### config.mk
export PLATFORM = sky130hd
export DESIGN_NAME = dbpe_front
export DESIGN_NICKNAME = d
export VERILOG_FILES = /design/src/design/dictionary_bit_pack_encoder_unit_defines.svh /design/src/design/dbpe_pkg.sv /design/src/design/dbpe_front.sv
export SDC_FILE = /design/constraint.sdc
export NUM_CORES = 1
export LEC_CHECK = 0
export ABC_AREA = 1
export BUFFER_PORTS_ARGS = -buffer_cell sky130_fd_sc_hd__buf_2
export CORE_AREA = 2 2 67 69
export DETAILED_ROUTE_END_ITERATION = 6
export DIE_AREA = 0 0 69 71
export PLACE_DENSITY = 0.65
export SLEW_MARGIN = 20
export SYNTH_ARGS = -nofsm -noshare
export SYNTH_HDL_FRONTEND = slang
export SYNTH_SLANG_ARGS = --single-unit
### constraint.sdc
create_clock -name clk -period 2.58 [get_ports clk]
set_input_delay 0.129 -clock clk [delete_from_list [all_inputs] [get_ports clk]]
set_output_delay 0.129 -clock clk [all_outputs]
set_load 0.005 [all_outputs]
### src/design/dictionary_bit_pack_encoder_unit_defines.svh
// Assertion macros for the dictionary bit-pack encoder.
// Included by the modules that carry concurrent checks; needs clk and arst_n in scope.
`ifndef DICTIONARY_BIT_PACK_ENCODER_UNIT_DEFINES_SVH
`define DICTIONARY_BIT_PACK_ENCODER_UNIT_DEFINES_SVH
`ifndef SYNTHESIS
`define DBPE_ASSERT(lbl, prop, msg) \
	lbl: assert property (@(posedge clk) disable iff (!arst_n) prop) else $error(msg);
`define DBPE_NEVER(lbl, cond, msg) \
	lbl: assert property (@(posedge clk) disable iff (!arst_n) !(cond)) else $error(msg);
`else
`define DBPE_ASSERT(lbl, prop, msg)
`define DBPE_NEVER(lbl, cond, msg)
`endif
`endif

### src/design/dbpe_pkg.sv
// Shared types and constants of the dictionary bit-pack encoder.
// No dependencies.
package dbpe_pkg;
	localparam int CHUNK_DEPTH = 4096;
	localparam int MAX_CLASSES = 16;
	localparam int ADDR_W = $clog2(CHUNK_DEPTH);
	localparam int LEN_W = $clog2(CHUNK_DEPTH + 1);
	localparam int EMIT_W = LEN_W + 1;
	localparam int WIDE_W = EMIT_W + 3;
	localparam int CLS_W = $clog2(MAX_CLASSES);
	localparam int IQ_DEPTH = 4;
	localparam int IQ_PTR_W = $clog2(IQ_DEPTH);
	localparam int IQ_CNT_W = $clog2(IQ_DEPTH + 1);

	localparam logic [1:0] ST_OK = 2'd0;
	localparam logic [1:0] ST_OVER = 2'd1;
	localparam logic [1:0] ST_EMPTY = 2'd2;

	typedef struct packed {
		logic       action;
		logic [7:0] data_byte;
		logic       chunk_end;
	} in_item_t;

	typedef struct packed {
		logic [7:0] out_byte;
		logic       out_final;
		logic [1:0] status;
		logic [8:0] distinct_count;
	} out_item_t;

	typedef enum logic [1:0] {CMD_LOAD, CMD_LAST, CMD_PULL} cmd_t;

	typedef struct packed {
		cmd_t       cmd;
		logic [7:0] data;
	} cmd_item_t;

	typedef enum logic [1:0] {PH_LOADING, PH_EMITTING, PH_FAILED, PH_DONE} phase_t;

	typedef enum logic [2:0] {
		BK_IDLE, BK_SCAN, BK_CLOSE, BK_COPY_WAIT, BK_PACK_RD, BK_PACK_WAIT
	} bk_state_t;
endpackage

### src/design/dbpe_front.sv
// Front part: input queue that accepts items and classifies them into commands.
// Depends on dbpe_pkg.
module dbpe_front (
	input  logic                clk,
	input  logic                arst_n,
	input  logic                push,
	output logic                full,
	input  dbpe_pkg::in_item_t  item,
	output logic                cmd_valid,
	output dbpe_pkg::cmd_item_t cmd_item,
	input  logic                cmd_take
);
	import dbpe_pkg::*;

	cmd_item_t             q_q [IQ_DEPTH];
	logic [IQ_PTR_W-1:0]   wptr_q, rptr_q;
	logic [IQ_CNT_W-1:0]   cnt_q;
	cmd_item_t             cls;
	logic                  wr, rd;

	always_comb begin
		cls.data = item.data_byte;
		unique case ({item.action, item.chunk_end})
			2'b00: cls.cmd = CMD_LOAD;
			2'b01: cls.cmd = CMD_LAST;
			default: cls.cmd = CMD_PULL;
		endcase
	end

	assign full = (cnt_q == IQ_CNT_W'(IQ_DEPTH));
	assign wr = push && !full;
	assign cmd_valid = (cnt_q != '0);
	assign rd = cmd_take && cmd_valid;
	assign cmd_item = q_q[rptr_q];

	always_ff @(posedge clk) begin
		if (wr) begin
			q_q[wptr_q] <= cls;
		end
	end

	always_ff @(posedge clk or negedge arst_n) begin
		if (!arst_n) begin
			wptr_q <= '0;
			rptr_q <= '0;
			cnt_q <= '0;
		end else begin
			if (wr) begin
				wptr_q <= wptr_q + 1'b1;
			end
			if (rd) begin
				rptr_q <= rptr_q + 1'b1;
			end
			cnt_q <= cnt_q + IQ_CNT_W'(wr) - IQ_CNT_W'(rd);
		end
	end
endmodule

-- Word level (Yosys, flattened, before mapping)
Memories as Yosys holds them, arrays and structs flattened.
Index checks and enable logic that the tools add are counted.
W data, S select, Z words.
- memories kept: 1
- bits of input ports: 14
- bits in registers: 7
- output and inout bits: 12
- word-level logic and storage cells: 18
- bits in writable memories: 40
- reduce and logical (&&, ||, !) cells: 5
- $add $sub $neg: 4
- mux-type cells: 3
- equality and inequality tests: 2
- memory list (memory ; depth ; bits a word ; rd ports ; clocked after memory_dff ; wr ports ; RTL line ; text):
    q_q ; 4 ; 10 ; 1 ; 0 ; 1 ; dbpe_front.sv:15 ; cmd_item_t q_q [IQ_DEPTH];
- operators with widths (operator ; count):
    $add A2 B1 Y2 const B ; 2
    $pmux W2 S2 ; 1
    $add A3 B1 Y3 ; 1
    $eq A3 B3 Y1 const B ; 1
    $reduce_bool A3 Y1 ; 1
    $sub A3 B1 Y3 ; 1
    $eq A2 B1 Y1 const B ; 1
    $logic_and A1 B1 Y1 ; 2
    $logic_not A2 Y1 ; 1
    $mux W1 ; 2
    $logic_not A1 Y1 ; 1

-- Depth between registers and ports, before layout
- word-level depth: 5
- mapped depth: 10
- mapped depth without buffers: 10

-- Worst setup path after synthesis
OpenSTA, ideal clock, no wires.
- kind: register to register
- start point: reg cnt_q[1]
- end point: reg cnt_q[2]
- data arrival time: 1.781 ns
- path buffers: 0
- slack: 0.734 ns
- required time: 2.515 ns
- library setup time: 0.065 ns
- clock period less this slack: 1.846 ns
- cell stages (with the launch flop): 11
- cells stage by stage: dfrtp_1 > nor2_1 > nand2_1 > nand2_1 > inv_1 > ha_1 > inv_1 > ha_1 > fa_1 > nand3b_1 > nand2_1
- elaborated cells on any way between the ends: 7
- those cells by class: add/sub (2); eq/ne (1); reduce/logical (4)
- RTL lines (what ; RTL line ; text):
    from (decl) ; dbpe_front.sv:17 ; logic [IQ_CNT_W-1:0] cnt_q;
    from (signal assigned) ; dbpe_front.sv:54 ; cnt_q <= cnt_q + IQ_CNT_W'(wr) - IQ_CNT_W'(rd);
    $reduce_bool A3 Y1 ; dbpe_front.sv:32 ; assign cmd_valid = (cnt_q != '0);
    via cmd_valid ; dbpe_front.sv:9 ; output logic cmd_valid,
    $logic_and A1 B1 Y1 ; dbpe_front.sv:33 ; assign rd = cmd_take && cmd_valid;
    via rd ; dbpe_front.sv:19 ; logic wr, rd;
    $sub A3 B1 Y3 ; dbpe_front.sv:54 ;
The timed path passes the listed nets, and every way through them passes these cells.
A chain may end at the register's enable or synchronous reset.

-- Final worst setup path
- start point: reg cnt_q[1]
- end point: reg cnt_q[2]
- elaborated cells on any way between the ends: 7
- those cells by class: add/sub (2); eq/ne (1); reduce/logical (4)
- RTL lines (what ; RTL line):
    $reduce_bool A3 Y1 ; dbpe_front.sv:32
    $logic_and A1 B1 Y1 ; dbpe_front.sv:33
    via rd ; dbpe_front.sv:19
    $sub A3 B1 Y3 ; dbpe_front.sv:54
The timed path passes the listed nets, and every way through them passes these cells.

==> flow_metrics.tcl <==
set metrics [dict create \
    r2r-end "cnt_q[2]" \
    num_io_pins 26 \
    hold_viol 0 \
    synthTopCellsByArea "edfxtp_1 (59%), nand2_1 (9.1%), dfrtp_1 (8.6%)" \
    via_count 1253 \
    hold_path_depth 1 \
    gp_congestion 0.736 \
    syn_inst 187 \
    port_buffers 25 \
    cts.sinks 47 \
    cts_hold_buf 1 \
    post_cts_resized 0 \
    die-area_um2 4900 \
    p_per_area_nw_per_um2 1100 \
    ys_ff_latch 47 \
    root_buffer "clkbuf_8" \
    r2r_start "cnt_q[1]" \
    min_path_type "in -> reg" \
    pwr-share-comb_pct 33.2 \
    critPathMaxFanout 5 \
    irDropWorstVdd_v 0.000640 \
    clk_latency_ps 290 \
    status "finished clean" \
    cts_tree "done" \
    drc 0 \
    hold_path_end "q_q[0][6]" \
    synth-main-ff-cell "edfxtp_1" \
    yosysUniqueCellTypes 16 \
    synthesis.area_um2 2030 \
    grt_pass1_vias 1135 \
    grt_pass1_wl_um 5190 \
    switching_share_pct 32.5 \
    drive_above_1_share_pct 17.0 \
    cp_num_buf_inv 2 \
    internal_power_uw 1730 \
    relSlewSlack_pct 38.2 \
    antenna_cells 0 \
    ys_top_cells_by_count "nand2_1 (49), edfxtp_1 (40), nor2_1 (26)" \
    min-delay-start "item[7]" \
    initial_core_util_pct 48.2 \
    finClkSkew_ps 6.65 \
    cts_htree_levels 2 \
    fin_crit_ps 1930 \
    cts-buffers-inserted 5 \
    avgSynthCellArea_um2 10.8 \
    rrSetupSlack_ps 650 \
    synth.most_common_cell "nand2_1" \
    drt_iter0_drc 93 \
    ant_nets 0 \
    fillCellCount 357 \
    p_leak_uw 0.00105 \
    finalMaxSlewViolations 0 \
    synth-edff-count 40 \
    critPathSlowestCell "dfrtp_1" \
    die_h_um 71 \
    post-dp-hpwl_um 2070 \
    async_flop_share_pct 14.9 \
    synth_sequential_area_ratio_pct 67.9 \
    p_total_uw 2560 \
    path_delay_family "adder cells" \
    pwr-share-clk_pct 23.9 \
    reg2reg_depth 10 \
    tightest_slew_ps 924 \
    fin_nets 238 \
    fmax_mhz 518 \
    cpMostUsedCell "nand2_1" \
    core_um2 4200 \
    via_per_inst 4.64 \
    synth_area_leader_cell "edfxtp_1" \
    synth_fp_nets 208 \
    slowest_delay_ps 400 \
    rsz0062_at_grt "no" \
    fin_crit_sh_pct 74.9 \
    path_clk_slew_ps 80 \
    seqPwrFrac_pct 42.8 \
    antenna_found_initial 0 \
    required_ps 2820 \
    cap_violations 0 \
    placement_rows 24 \
    p_sw_uw 835 \
    yosysTopAreaCellShare_pct 59.3 \
    grt_max_degree 25 \
    cp-end-kind "register" \
    crit_type "reg -> reg" \
    synth_warnings 0 \
    cts_buffer_depth 2 \
    postCtsSetupRepairBufs 0 \
    area_delta_synth_final_pct 15.6 \
    startpoint_type "register" \
    fp.dieW_um 69 \
    dr.pass1.iters 4 \
    grt_overflow 0 \
    fin_setup_tns_ps 0 \
    arrival_ps 2170 \
    placed_area_um2 2200 \
    routed_wl_um 3110 \
    worstPathCellList "nor2_1, nand2_1, nand2_1, inv_1, ha_1, inv_1, ha_1, fa_1, nand3b_1, nand2_1" \
    wire_per_inst_um 11.5 \
    setup_violations 0 \
    grt_use_total_pct 13.9 \
    final_area_um2 2340 \
]
power by group through the flow:
| stage | combinational [uW] | clock (uW) | sequential, uW |
|---|---|---|---|
| final | 852 | 613 | 1100 |
| after global routing | 988 | 650 | 1120 |
| after CTS | 872 | 618 | 1100 |
| after detailed placement | 868 | 0 | 1120 |
| after global placement | 850 | 0 | 1110 |
| after floorplan | 622 | 0 | 1100 |
logic make-up after synthesis:
| kind of cell | after synthesis | synth area share, % |
|---|---|---|
| buffers and inverters | 33 | 7.16 |
| and+or+nand+nor | 80 | 15.3 |
| DFF | 47 | 67.9 |
| AOI/OAI and AO/OA | 20 | 4.94 |
| adders and majority gates | 7 | 4.69 |
registers in the layout, indices dropped and copies added, names as in the netlist:
| register | count |
|---|---|
| q_q | 40 |
| cnt_q | 3 |
| rptr_q | 2 |
| wptr_q | 2 |
area by class of cell:
class	count	area [um^2]	area share, %
clock buffers	6	72.6	3.10
clock inverters	2	60.1	2.57
inverters	26	97.6	4.17
multi-input cells	107	504	21.5
flip-flops and latches	47	1380	58.8
well taps	52	65.1	2.78
repair buffers	30	165	7.06
through the flow:
step	worst slack (ps)	hold slack, ps	cells	util [%]
CTS	635	44.1	270	55.7
global route	490	45.6	270	55.7
finish	648	43.9	270	55.7
global placement	699	-28.6	261	52.3
floorplan	734	-167	187	-
detailed placement	653	-29.5	261	52.3
placed cells by master, fill, tap and decap left out:
master and instances:
dfrtp_1 7, nand3_1 4, inv_2 1, buf_2 25, clkbuf_1 1, nand2_1 49, nand3b_1 1, clkbuf_8 5
o21ai_1 11, fa_1 1, nor2_1 26, inv_1 25, buf_4 4, bufinv_16 2, o21ai_0 9, dlygate4sd3_1 1
edfxtp_1 40, ha_1 6
how the worst max path moves through the flow:
stage | start | endpoint | slack, ps | depth (start not counted)
floorplan | cnt_q[1] | cnt_q[2] | 730 | 10
global route | cnt_q[1] | q_q[2][0] | 490 | 4
global placement | cnt_q[1] | cnt_q[2] | 700 | 10
finish | cnt_q[1] | cnt_q[2] | 650 | 10
detailed placement | cnt_q[1] | cnt_q[2] | 650 | 10
CTS | cnt_q[1] | cnt_q[2] | 630 | 10
metal layers:
layer / vias to the layer above / GRT usage [%] / share of wire (%)
li1: 660 / - / -
met1: 563 / 16.4 / 44
met2: 25 / 23.8 / 48
met5: - / 0 / 0
met4: 0 / 7.19 / 1.7
met3: 5 / 3.28 / 5.4
(Power assumes the default switching activity.)
